<file path="src/rtl/core/ppc_pkg.sv">
`default_nettype none
package ppc_pkg;

    // coding direction
    typedef enum logic {
        MODE_FWD = 1'b0,
        MODE_INV = 1'b1
    } t_mode;

    // configuration register indexes
    localparam logic [1:0] CFG_MODE   = 2'd0;
    localparam logic [1:0] CFG_WIDTH  = 2'd1;
    localparam logic [1:0] CFG_HEIGHT = 2'd2;
    localparam logic [1:0] CFG_DEPTH  = 2'd3;

    // fixed field widths
    localparam int SAMPLE_W = 16;
    localparam int IMG_W_W  = 13;
    localparam int IMG_H_W  = 16;
    localparam int DEPTH_W  = 5;

    // reset values of the configuration registers
    localparam logic [IMG_W_W-1:0] RST_WIDTH  = 13'd4096;
    localparam logic [IMG_H_W-1:0] RST_HEIGHT = 16'd1;
    localparam logic [DEPTH_W-1:0] RST_DEPTH  = 5'd8;

    // raster position flags of one item
    typedef struct packed {
        logic first_col;
        logic first_row;
        logic last;
    } t_pos;

endpackage
`default_nettype wire

</file>
<file path="src/rtl/core/ppc_scan.sv">
`default_nettype none
module ppc_scan #(
    parameter int MAX_WIDTH = 4096,
    parameter int ADDR_BITS = $clog2(MAX_WIDTH)
) (
    input  wire logic                           i_clk,
    input  wire logic                           i_rst_n,
    input  wire logic                           i_step,
    input  wire logic [ppc_pkg::IMG_W_W-1:0]    i_image_width,
    input  wire logic [ppc_pkg::IMG_H_W-1:0]    i_image_height,
    output logic      [ADDR_BITS-1:0]           o_addr,
    output ppc_pkg::t_pos                       o_pos
);
    import ppc_pkg::*;

    localparam int CW = (ADDR_BITS + 1 > IMG_W_W + 1) ? ADDR_BITS + 1 : IMG_W_W + 1;

    logic [ADDR_BITS-1:0] r_col, n_col;
    logic [IMG_H_W-1:0]   r_row, n_row;
    logic [CW-1:0]        w_ext, eff_w, col_inc;
    logic [IMG_H_W:0]     eff_h, row_inc;
    logic                 last_col, last_row;

    // clamp the plane width to 1..MAX_WIDTH (the row store size) and the height to at least 1
    always_comb begin
        w_ext = CW'(i_image_width);
        if (w_ext == '0) begin
            eff_w = CW'(1);
        end else if (w_ext > CW'(MAX_WIDTH)) begin
            eff_w = CW'(MAX_WIDTH);
        end else begin
            eff_w = w_ext;
        end
        eff_h = (i_image_height == '0) ? (IMG_H_W+1)'(1) : {1'b0, i_image_height};
    end

    // end-of-row and end-of-plane detection
    always_comb begin
        col_inc  = CW'(r_col) + CW'(1);
        row_inc  = {1'b0, r_row} + (IMG_H_W+1)'(1);
        last_col = (col_inc >= eff_w);
        last_row = (row_inc >= eff_h);
        if (last_col) begin
            n_col = '0;
            n_row = last_row ? '0 : row_inc[IMG_H_W-1:0];
        end else begin
            n_col = col_inc[ADDR_BITS-1:0];
            n_row = r_row;
        end
    end

    always_ff @(posedge i_clk) begin
        if (!i_rst_n) begin
            r_col <= '0;
            r_row <= '0;
        end else if (i_step) begin
            r_col <= n_col;
            r_row <= n_row;
        end
    end

    assign o_addr          = r_col;
    assign o_pos.first_col = (r_col == '0);
    assign o_pos.first_row = (r_row == '0);
    assign o_pos.last      = last_col && last_row;

endmodule
`default_nettype wire

</file>
<file path="config.mk">
export PLATFORM = sky130hd
export DESIGN_NAME = ppc_scan
export DESIGN_NICKNAME = d
export VERILOG_FILES = /design/src/rtl/core/ppc_pkg.sv /design/src/rtl/core/ppc_scan.sv
export SDC_FILE = /design/constraint.sdc
export NUM_CORES = 1
export LEC_CHECK = 0
export BUFFER_PORTS_ARGS = -buffer_cell sky130_fd_sc_hd__buf_2
export CORE_ASPECT_RATIO = 0.7
export CORE_MARGIN = 10
export CORE_UTILIZATION = 53
export DETAILED_ROUTE_END_ITERATION = 6
export GPL_ROUTABILITY_DRIVEN = 0
export PLACE_DENSITY = 0.75
export SLEW_MARGIN = 20
export SYNTH_ARGS = -nofsm -noshare
export SYNTH_HDL_FRONTEND = slang
export SYNTH_SLANG_ARGS = --single-unit
</file>
<file path="constraint.sdc">
create_clock -name i_clk -period 6.14 [get_ports i_clk]
set_clock_uncertainty 0.15 [all_clocks]
set_input_delay 0.307 -clock i_clk [delete_from_list [all_inputs] [get_ports i_clk]]
set_output_delay 0.307 -clock i_clk [all_outputs]
set_load 0.02 [all_outputs]
</file>
* Word-level counts from Yosys, hierarchy flattened
Cells that the tools add are included.
Operators by class: add/subtract/negate cells 2, $lt $le $gt $ge 3, mux-type cells 5, reduce and logical (&&, ||, !) cells 6
Operator list (count):
- logical NOT 16 bit | 2
- 2-to-1 mux 16 bit | 2
- 2-to-1 mux 13 bit | 2
- adder 16 x 1 -> 17 bit, second input constant | 1
- >= comparator 17 x 16 -> 1 bit | 1
- >= comparator 13 x 14 -> 1 bit | 1
- adder 12 x 1 -> 13 bit, second input constant | 1
- > comparator 13 bit, second input constant | 1
- logical NOT 13 bit | 1
- logical NOT 12 bit | 1
- 2-to-1 mux 12 bit | 1
- AND reduction 2 bit | 1
- logical AND 1 bit | 1
Word-level totals: flip-flop bits (word level) 28, input port bits 32, output and inout port bits 15, logic and storage cells 18

* Logic depth before layout (Yosys ltp)
depth in word-level cells 5, mapped depth 13, depth with buffers taken out 12

* Worst setup path before layout
OpenSTA, ideal clock, no wires.
kind register to output, start point reg r_col[0], in the netlist o_addr[0], end point out o_pos[0] (netlist name), data arrival time 2.748 ns, required time 5.683 ns, slack 2.935 ns, cell stages (with the launch flop) 12, path buffers 1, cell sequence dfxtp_1 > ha_1 > nand3_1 > nor3_1 > xnor2_1 > ha_1 > a21oi_1 > a21boi_1 > a2111oi_2 > a21oi_1 > clkbuf_1 > and2_1
RTL lines:
- start, declared | RTL line ppc_scan.sv:18 | logic [ADDR_BITS-1:0] r_col, n_col;
- start signal, assigned | RTL line ppc_scan.sv:57 | r_col <= n_col;
- end, declared | RTL line ppc_scan.sv:12 | output ppc_pkg::t_pos o_pos

==> impl_metrics.tcl <==
set metrics [dict create \
    status "complete, no violations" \
    fin_setup_tns_ns 0 \
    initial_core_util 0.556 \
    layout.nets 451 \
    clock_sinks 28 \
    maxSlewViolCount 0 \
    grt_pass1_wl_um 11100 \
    ys_warn_count 0 \
    holdPathEnd "o_addr[0]" \
    fin_crit_sh 0.654 \
    clock.fmax_mhz 249 \
    cts_resized 0 \
    numCtsBuffers 3 \
    postCtsSetupBuffers 0 \
    syn_nets 418 \
    tightest_slew_ns 0.810 \
    clk_path_buf_depth 2 \
    finalHoldViolCount 0 \
    clock_insertion_delay_worst_skew_ns 0.27 \
    synth_async_sr_flop_share 0 \
    drv_cap 0 \
    yosys.area_share.simple 0.327 \
    cp-end-kind "output port" \
    dr_wl_met3_um 411 \
    grt_max_degree 34 \
    synth_flop_cell "dfxtp_1" \
    crit_fanout 24 \
    drt_wl_total_um 6600 \
    cp_data_required_time_ns 5.68 \
    syn_avg_cell_area_um2 7.62 \
    cp.arrival_ns 3.56 \
    r2r_start "r_row[3]" \
    core_um2 4830 \
    ant_nets 0 \
    yosysSeqAreaShare 0.208 \
    yosysUniqueCellTypes 48 \
    wl_met1_um 3330 \
    cts_tree "yes" \
    ctsHoldBuffers 0 \
    synth_xor_area_frac 0.0814 \
    synth_top_family_by_area "simple AND/OR/NAND/NOR gates" \
    vias_per_cell 5.72 \
    hp-start "i_rst_n" \
    rsz0062_at_grt "no" \
    antenna_cells 0 \
    cp-start-kind "register" \
    die_area_um2 8370 \
    die_h_um 79.6 \
    wl_met2_um 2860 \
    finalCriticalPeriod_ns 4.01 \
    area.growth.synth_to_final_pct 10.3 \
    antenna_found_initial 0 \
    grt_use_total 0.152 \
    htree_levels 1 \
    synth_seq_cells 28 \
    relSlewSlack 0.459 \
    total_power_uw 339 \
    worstHoldPathType "in2reg" \
    synth_mux_area_frac 0 \
    syn_inst 353 \
    io_buffers 46 \
    clk_pin_slew_ns 0.09 \
    r2r_end "r_row[6]" \
    synth_edf_count 0 \
    dieWidth_um 105 \
    r2r_slack_ns 2.77 \
    drt-initial-drc-count 154 \
    grt_overflow 0 \
    first_pass_iters 5 \
    grt_pass1_vias 2316 \
    dr.max_layer_used "met4" \
    holdPathStages 2 \
    fill_cells 460 \
    drive_gt1_frac 0.161 \
    synthAdderAreaFrac 0.154 \
    peakVddDrop_mv 0.0701 \
    crit_type "reg2out" \
    synth_compound_area_frac 0.153 \
    wl_per_cell_um 14.6 \
    syn_area_um2 2690 \
    root_buffer "clkbuf_8" \
    num_vias 2591 \
    dp.final_hpwl_um 5350 \
    rows 21 \
    ios 47 \
    setup_viol 0 \
    p_per_area_nw_per_um2 114 \
    drcViolationCount 0 \
    ff2ff_path_depth 11 \
    p_leak_uw 0.00136 \
]
[worst max-delay path by stage]
| stage | startpoint | endpoint | slack (ns) | depth (start not counted) |
|---|---|---|---|---|
| 2_1_floorplan | o_addr[0] | o_pos[0] | 2.94 | 11 |
| 3_3_place_gp | r_row[3] | o_pos[0] | 2.57 | 12 |
| 3_5_place_dp | r_row[3] | o_pos[0] | 2.45 | 12 |
| 4_1_cts | r_row[3] | o_pos[0] | 2.13 | 12 |
| 5_1_grt | r_row[2] | o_pos[0] | 1.90 | 12 |
| 6_report | r_row[3] | o_pos[0] | 2.13 | 12 |
[state kept, by name, summed over array words and instances (netlist names)]
name    cells
o_addr     12
r_row      16
[synth_stat cells (12+ instances only)]
master,count,area share
nand2_1,39,0.054
ha_1,33,0.15
dfxtp_1,28,0.21
inv_1,27,0.038
nand4_1,25,0.058
nor2_1,24,0.034
a21oi_1,20,0.037
nand2b_1,15,0.035
clkbuf_1,13,0.018
nand3_1,13,0.024
xnor2_1,13,0.042
xor2_1,12,0.039
[final cells by class]
cell class / count / area, um^2 / share of cell area
Multi-Input combinational cell: 277 / 1920 / 0.649
Inverter: 27 / 101 / 0.0342
Clock buffer: 3 / 41.3 / 0.0139
Tap cell: 69 / 86.3 / 0.0291
Sequential cell: 28 / 561 / 0.189
Timing Repair Buffer: 49 / 253 / 0.0852
[cells by family after synthesis]
family	Yosys count
and+or+nand+nor	162
AOI/OAI and AO/OA	57
buffers and inverters	48
adders and majority gates	33
DFF	28
xor gates and xnor gates	25
[cells in the final DEF (no fill, tap or decap), drive strengths merged, types with 2 or more instances in the layout]
| master | n |
|---|---|
| buf | 49 |
| nand2 | 39 |
| ha | 33 |
| dfxtp | 28 |
| inv | 27 |
| nand4 | 26 |
| nor2 | 24 |
| a21oi | 20 |
| nand2b | 15 |
| nand3 | 15 |
| xnor2 | 13 |
| xor2 | 12 |
| nor3 | 11 |
| nor4 | 10 |
| a31oi | 9 |
| a2bb2oi | 7 |
| and3 | 5 |
| nand4b | 5 |
| a21o | 4 |
| nand3b | 3 |
| clkbuf | 3 |
| and4 | 3 |
| o21ai | 3 |
| o221ai | 3 |
| and2 | 2 |
| o21a | 2 |
[metrics by stage]
step	hold WS (ns)	cells	setup WS [ns]	utilization	instance area [um^2]
final	0.183	453	2.13	0.613	2970
after global routing	0.182	453	1.90	0.613	2970
after CTS	0.174	453	2.13	0.613	2970
after detailed placement	0.361	450	2.45	0.605	2920
after global placement	0.355	450	2.57	0.605	2920
after floorplan	0.333	353	2.94	-	2690
[power breakdown]
group          switching [uW]  internal [uW]  leakage [uW]
Clock                    54.0           44.0     0.0000216
Sequential               1.84            183      0.000226
Combinational            33.0           23.2       0.00111
Total                    88.9            250       0.00136
[worst max-delay path: stages, from the launching register on]
cell and delay, ns:
dfxtp_1 0.52, and4_4 0.31, nand4_4 0.15, or3_1 0.44
xnor2_1 0.15, ha_1 0.32, nand3_1 0.11, nor2_1 0.08
a221oi_1 0.32, o21a_4 0.36, nand2_1 0.19, and2_1 0.17
buf_2 0.15
[routing by layer]
layer  vias to the layer above  GRT usage
li1                       1340          -
met4                         0    0.00956
met5                         -          0
met2                        64      0.224
met3                         2     0.0290
met1                      1185      0.230
No activity file was read; power rests on OpenSTA's default activity.
