==> src/rtl/core/ppc_pkg.sv <==
`default_nettype none
package ppc_pkg;

    // coding direction
    typedef enum logic {
        MODE_FWD = 1'b0,
        MODE_INV = 1'b1
    } t_mode;

    // configuration register indexes
    localparam logic [1:0] CFG_MODE   = 2'd0;
    localparam logic [1:0] CFG_WIDTH  = 2'd1;
    localparam logic [1:0] CFG_HEIGHT = 2'd2;
    localparam logic [1:0] CFG_DEPTH  = 2'd3;

    // fixed field widths
    localparam int SAMPLE_W = 16;
    localparam int IMG_W_W  = 13;
    localparam int IMG_H_W  = 16;
    localparam int DEPTH_W  = 5;

    // reset values of the configuration registers
    localparam logic [IMG_W_W-1:0] RST_WIDTH  = 13'd4096;
    localparam logic [IMG_H_W-1:0] RST_HEIGHT = 16'd1;
    localparam logic [DEPTH_W-1:0] RST_DEPTH  = 5'd8;

    // raster position flags of one item
    typedef struct packed {
        logic first_col;
        logic first_row;
        logic last;
    } t_pos;

endpackage
`default_nettype wire

==> src/rtl/core/ppc_predict.sv <==
`default_nettype none
module ppc_predict #(
    parameter int SAMPLE_BITS = 16
) (
    input  wire logic [SAMPLE_BITS-1:0]          i_a,
    input  wire logic [SAMPLE_BITS-1:0]          i_b,
    input  wire logic [SAMPLE_BITS-1:0]          i_c,
    input  wire logic [ppc_pkg::SAMPLE_W-1:0]    i_sample,
    input  ppc_pkg::t_mode                       i_mode,
    input  wire logic [ppc_pkg::DEPTH_W-1:0]     i_bit_depth,
    output logic      [SAMPLE_BITS-1:0]          o_orig,
    output logic      [ppc_pkg::SAMPLE_W-1:0]    o_value
);
    import ppc_pkg::*;

    localparam int PW = SAMPLE_BITS + 3;

    logic signed [PW-1:0] sa, sb, sc, d_bc, d_ac, d_p, pa, pb, pc;
    logic [SAMPLE_BITS-1:0] pred;
    logic [DEPTH_W-1:0]     depth;
    logic [SAMPLE_W-1:0]    mask, offset, pred_w, s_m, res, orig_w;

    // Paeth selection: |p-a| = |b-c|, |p-b| = |a-c|, |p-c| = |a+b-2c|
    always_comb begin
        sa   = $signed({3'b000, i_a});
        sb   = $signed({3'b000, i_b});
        sc   = $signed({3'b000, i_c});
        d_bc = sb - sc;
        d_ac = sa - sc;
        d_p  = sa + sb - sc - sc;
        pa   = (d_bc < 0) ? -d_bc : d_bc;
        pb   = (d_ac < 0) ? -d_ac : d_ac;
        pc   = (d_p < 0) ? -d_p : d_p;
        if (pa <= pb && pa <= pc) begin
            pred = i_a;
        end else if (pb <= pc) begin
            pred = i_b;
        end else begin
            pred = i_c;
        end
    end

    // sample range from the bit depth, clamped to 1..SAMPLE_BITS
    always_comb begin
        if (i_bit_depth == '0) begin
            depth = DEPTH_W'(1);
        end else if (i_bit_depth > DEPTH_W'(SAMPLE_BITS)) begin
            depth = DEPTH_W'(SAMPLE_BITS);
        end else begin
            depth = i_bit_depth;
        end
        mask   = SAMPLE_W'(((SAMPLE_W+1)'(1) << depth) - (SAMPLE_W+1)'(1));
        offset = SAMPLE_W'((SAMPLE_W+1)'(1) << (depth - DEPTH_W'(1)));
    end

    // residual coding or reconstruction, modulo the range
    always_comb begin
        pred_w = SAMPLE_W'(pred);
        s_m    = i_sample & mask;
        unique case (i_mode)
            MODE_FWD: begin
                orig_w = s_m;
                res    = (s_m - pred_w + offset) & mask;
            end
            MODE_INV: begin
                orig_w = (s_m + pred_w - offset) & mask;
                res    = orig_w;
            end
            default: begin
                orig_w = s_m;
                res    = s_m;
            end
        endcase
    end

    assign o_orig  = SAMPLE_BITS'(orig_w);
    assign o_value = res;

endmodule
`default_nettype wire

==> config.mk <==
export PLATFORM = sky130hd
export DESIGN_NAME = ppc_predict
export DESIGN_NICKNAME = d
export VERILOG_FILES = /design/src/rtl/core/ppc_pkg.sv /design/src/rtl/core/ppc_predict.sv
export SDC_FILE = /design/constraint.sdc
export NUM_CORES = 1
export LEC_CHECK = 0
export BUFFER_PORTS_ARGS = -buffer_cell sky130_fd_sc_hd__buf_2
export CAP_MARGIN = 30
export CELL_PAD_IN_SITES_DETAIL_PLACEMENT = 2
export CELL_PAD_IN_SITES_GLOBAL_PLACEMENT = 2
export CORE_MARGIN = 2
export CORE_UTILIZATION = 36
export DETAILED_ROUTE_END_ITERATION = 8
export GPL_TIMING_DRIVEN = 0
export PLACE_DENSITY = 0.89
export SLEW_MARGIN = 20
export SYNTH_ARGS = -nofsm -noshare
export SYNTH_HDL_FRONTEND = slang
export SYNTH_SLANG_ARGS = --single-unit
==> constraint.sdc <==
create_clock -name vclk -period 20.4
set_clock_uncertainty 0.05 [all_clocks]
set_input_delay 4.08 -clock vclk [all_inputs]
set_output_delay 4.08 -clock vclk [all_outputs]
set_load 0.03 [all_outputs]
=== After elaboration in Yosys (flattened, before gate mapping) ===
Index checks and enable logic that the tools add are counted.

* Output and inout bits: 32
* Bits in registers: 0
* Input bits: 70

* Magnitude comparators: 7
* Shifts and indexed selects: 2
* Add/subtract/negate cells: 14
* Multiplexer cells: 9
* Bitwise gates (word level): 4
* Reductions and logical operators: 2

{| class="wikitable"
|+ Operator list
! cell !! count
|-
| $pmux 16 s2 || 2
|-
| $le 19x19->1 || 3
|-
| $mux 19 || 3
|-
| $and 16x16->16 || 3
|-
| $neg 17->19 || 2
|-
| $lt 17x1->1 const B || 2
|-
| $sub 16x16->17 || 2
|-
| $add 16x16->16 || 2
|-
| $mux 16 || 2
|-
| $shl 1x5->16 const A || 2
|-
| $sub 16x16->16 || 2
|-
| $lt 19x1->1 const B || 1
|-
| $neg 19->19 || 1
|-
| $sub 18x17->19 || 1
|-
| $sub 17x16->18 || 1
|-
| $add 16x16->17 || 1
|-
| $sub 16x2->16 const B || 1
|-
| $mux 5 || 2
|-
| $gt 5x5->1 const B || 1
|-
| $logic_not 5->1 || 1
|-
| $sub 5x1->5 const B || 1
|-
| $logic_and 1x1->1 || 1
|-
| $not 1->1 || 1
|}

=== Longest topological paths before layout ===
* Word-level depth: 12
* Gate-level depth with buffers: 53
* Gate-level depth less buffers: 51

=== Worst setup path before layout ===
OpenSTA, ideal clock, no wires.

* Path type: input to output
* Start point: input i_a[1]
* End point: output o_orig[14]
* Path slack: 1991 ps
* Stages: 51
* Arrival: 14279 ps
* Data required time: 16270 ps
* Buffers on the path: 2
* Cells stage by stage: inv_1 fa_1 inv_1 fa_1 a211oi_1 o21ai_1 a211o_1 and2_1 o21ai_0 nand2_1 a21oi_1 xnor2_1 ha_1 nor2b_1 o31ai_1 a21o_1 buf_4 nor2_1 [15 not listed] a21oi_1 fa_1 nor2b_1 or2_2 ha_1 o21bai_1 a21o_1 a21oi_1 o21bai_1 a21oi_1 o21bai_1 a21oi_1 o21bai_1 a21oi_1 o21ai_0 a31oi_1 mux2i_1 nor3_1

* Cells in the longest elaborated chain, start to end: 12

{| class="wikitable"
|+ Ends and longest elaborated chain
! element !! RTL line !! source
|-
| start: declaration || ppc_predict.sv:5 || <nowiki>input wire logic [SAMPLE_BITS-1:0] i_a,</nowiki>
|-
| $add 16x16->17 || ppc_predict.sv:30 || <nowiki>d_p = sa + sb - sc - sc;</nowiki>
|-
| $sub 17x16->18 || ppc_predict.sv:30 ||
|-
| $sub 18x17->19 || ppc_predict.sv:30 ||
|-
| $neg 19->19 / $lt 19x1->1 (equally long branches) || ppc_predict.sv:33 || <nowiki>pc = (d_p < 0) ? -d_p : d_p;</nowiki>
|-
| $mux 19 || ppc_predict.sv:33 ||
|-
| $le 19x19->1 (on tied branches) || ppc_predict.sv:36, ppc_predict.sv:34 ||
|-
| $mux 16 / $logic_and 1x1->1 (equally long branches) || ppc_predict.sv:36, ppc_predict.sv:34 ||
|-
| $mux 16 (*) || ppc_predict.sv:34 || <nowiki>if (pa <= pb && pa <= pc) begin</nowiki>
|-
| $add 16x16->16 (*) || ppc_predict.sv:66 || <nowiki>orig_w = (s_m + pred_w - offset) & mask;</nowiki>
|-
| $sub 16x16->16 (*) || ppc_predict.sv:66 ||
|-
| $and 16x16->16 (*) || ppc_predict.sv:66 ||
|-
| $pmux 16 s2 (*) || ppc_predict.sv:60 || <nowiki>unique case (i_mode)</nowiki>
|-
| end: declaration || ppc_predict.sv:11 || <nowiki>output logic [SAMPLE_BITS-1:0] o_orig,</nowiki>
|}

Mark *: on every way between the ends. The rest lies on a longest branch, timed or not.

=== Worst setup path after layout ===
* Start point: input i_b[0]
* End point: output o_value[15] in the netlist's numbering

* Cells in the longest elaborated chain, start to end: 12

{| class="wikitable"
|+ Ends and longest elaborated chain
! element !! RTL line !! source
|-
| start: declaration || ppc_predict.sv:6 || <nowiki>input wire logic [SAMPLE_BITS-1:0] i_b,</nowiki>
|-
| $add 16x16->17 || ppc_predict.sv:30 ||
|-
| $sub 17x16->18 || ppc_predict.sv:30 ||
|-
| $sub 18x17->19 || ppc_predict.sv:30 ||
|-
| $neg 19->19 / $lt 19x1->1 (equally long branches) || ppc_predict.sv:33 ||
|-
| $mux 19 || ppc_predict.sv:33 ||
|-
| $le 19x19->1 (on tied branches) || ppc_predict.sv:36, ppc_predict.sv:34 ||
|-
| $mux 16 / $logic_and 1x1->1 (equally long branches) || ppc_predict.sv:36, ppc_predict.sv:34 ||
|-
| $mux 16 (*) || ppc_predict.sv:34 ||
|-
| $add 16x16->16 / $sub 16x16->16 (equally long branches) || ppc_predict.sv:66, ppc_predict.sv:63 ||
|-
| $sub 16x16->16 / $add 16x16->16 (equally long branches) || ppc_predict.sv:66, ppc_predict.sv:63 ||
|-
| $and 16x16->16 (on tied branches) || ppc_predict.sv:66, ppc_predict.sv:63 ||
|-
| $pmux 16 s2 (*) || ppc_predict.sv:60 ||
|-
| end: declaration || ppc_predict.sv:12 || <nowiki>output logic [ppc_pkg::SAMPLE_W-1:0] o_value</nowiki>
|}

Marks and branches as above.

==> flow_summary.toml <==
[run_status]
status = "complete, but fails checks"
violations = "negative setup slack"

[floorplanning]
die_h_um = 171
core_um2 = 27100
io_pins = 102
num_rows = 60
die-area_um2 = 29100
die_width_um = 171
start_util_pct = 36.8

[job]
drv_cap = 0

[global_route]
grt_pass1_vias = 12600
top_usage_layer = "met2"
antenna_found_initial = 1
grt_pass1_wl_um = 71200
gr-usage-all-layers_pct = 31.4
globalRouteOverflowTotal = 0
grtUsageMet3_pct = 2.75
grt_max_degree = 11
met2_usage_pct = 57.0
grtUsageMet1_pct = 35.5

[drt]
wl_per_cell_um = 29.4
drc = 0
antenna_left = 0
dr.pass1.iters = 5
wl_um = 55500
routed_via_density = 6.40
drtIter0Drc = 660
vias = 12100

[timing]
relSlewSlack_pct = 40.5
slew_viol_final = 0
hold_viol = 0
worst_pin_slew_ns = 0.870
setup_viol = 4
timing.final.ws_setup_ns = -0.477
timing.fmax_mhz = 47.9
finalCritPeriodShare_pct = 102
hold_ws_ns = 8.51
min_period_ns = 20.88

[power]
peakVddDrop_v = 0.0000924
cellPowerDensity_nw_per_um2 = 152
p_leak_nw = 5.57

[placed_design]
place_congestion = 0.892
place_area_um2 = 11000
portBuffers = 99
dpl.hpwl_um = 40500

[synthesis]
synth_top_area_cell = "ha_1"
synth_most_common_cell = "inv_1"
postSynthAreaPerCell_um2 = 7.16
synth.top_cells.by_count = "inv_1 (178), ha_1 (152), a21oi_1 (106)"
syn_area_um2 = 9980
synth_cell_types = 96
ys_warn_count = 0
ys_top_cells_by_area = "ha_1 (19%), fa_1 (9.4%), inv_1 (6.7%)"
synthCells = 1393
ys_seq_area_share_pct = 0
synth_top_area_share_pct = 19.1

[worst_hold_path]
hold_path_class = "input pin to output pin"

[layout]
stdcell_area_um2 = 11300
nClkBuffers = 0
antennaDiodeCount = 0
n_fill_cell = 3201
drive_gt1_share_pct = 13.2
area_growth_pct = 13.1
design.seq.count = 0
regArea_um2 = 0
layout.nets = 1788

[clock_tree]
postCtsHoldBufs = 0

[worst_setup_path]
crit_path_max_fanout = 10
critical_path.slowest_cell = "fa_2"
path_buf_inv = 9
crit_path_start_kind = "input pin"
crit_type = "input pin to output pin"
end_kind = "output pin"
slowest_delay_ns = 0.58
worstPathArrival_ns = 16.75
worstPathRequired_ns = 16.27
cp_top_family = "simple AND/OR/NAND/NOR gates"
[worst paths after layout]
check / slack (ns) / cells after the start / from / to
max: -0.48 / 51 / i_b[0] / o_value[15]
min: 8.51 / 4 / i_sample[3] / o_orig[3]
[repair_timing]
action                     in CTS  in global routing
setup endpoints to repair       6                  9
pin swaps                       3                 12
gates cloned                    0                  0
gates resized for setup        12                 30
buffers inserted                4                 12
[final cells by class]
type / instances / area (um2) / area share (%)
buffer: 29 / 125 / 1.11
tap: 372 / 465 / 4.12
inverter: 178 / 668 / 5.92
timing repair buffer: 117 / 628 / 5.56
multi-input combinational: 1193 / 9400 / 83.3
[kinds of logic after synthesis]
group	count (synthesis)	synth area share [%]
AO/OA/AOI/OAI	393	27.2
XOR/XNOR	110	9.80
adder cells (fa/ha/maj)	200	28.6
buffers and inverters	209	8.02
multiplexers	23	2.34
other	2	0.0752
AND/OR/NAND/NOR	456	23.9
[cell usage in the layout (no fill, tap or decap), types with 12 or more instances in the layout]
master      n
fa_1       44
inv_1     178
nand4_1    18
nand3_1    30
nand2b_1   52
o21ai_0    68
clkbuf_1   21
nand2_1    98
mux2i_1    19
nor2_1     92
and3_1     13
a211oi_1   15
buf_2     103
buf_4      18
o21a_1     31
nor3_1     35
a21oi_1   101
a21o_1     44
xor2_1     40
ha_1      150
o211ai_1   12
nor2b_1    31
xnor2_1    63
o21bai_1   12
[metal layers]
layer	vias up	part of all wire (%)
met5	-	0.022
met4	2	9.4
met3	289	7.0
met2	581	48
met1	6065	36
li1	5157	-
[through the flow]
stage                     util, %  TNS, ns  total power [mW]  setup WS [ns]  cells
after floorplan                 -        0              1.07           1.99   1402
after global placement       40.5   -0.208              1.39         -0.208   1873
after detailed placement     40.5    -2.74              1.52         -0.896   1874
after CTS                    40.9        0              1.55         0.0225   1878
after global routing         41.7    -3.66              1.82         -0.734   1889
final                        41.7    -1.04              1.72         -0.477   1889
[power breakdown]
group / switching, mW / total (mW) / internal, mW
Combinational: 1.10 / 1.72 / 0.622
Sequential: 0 / 0 / 0
Clock: 0 / 0 / 0
No activity file was read; power rests on OpenSTA's default activity.
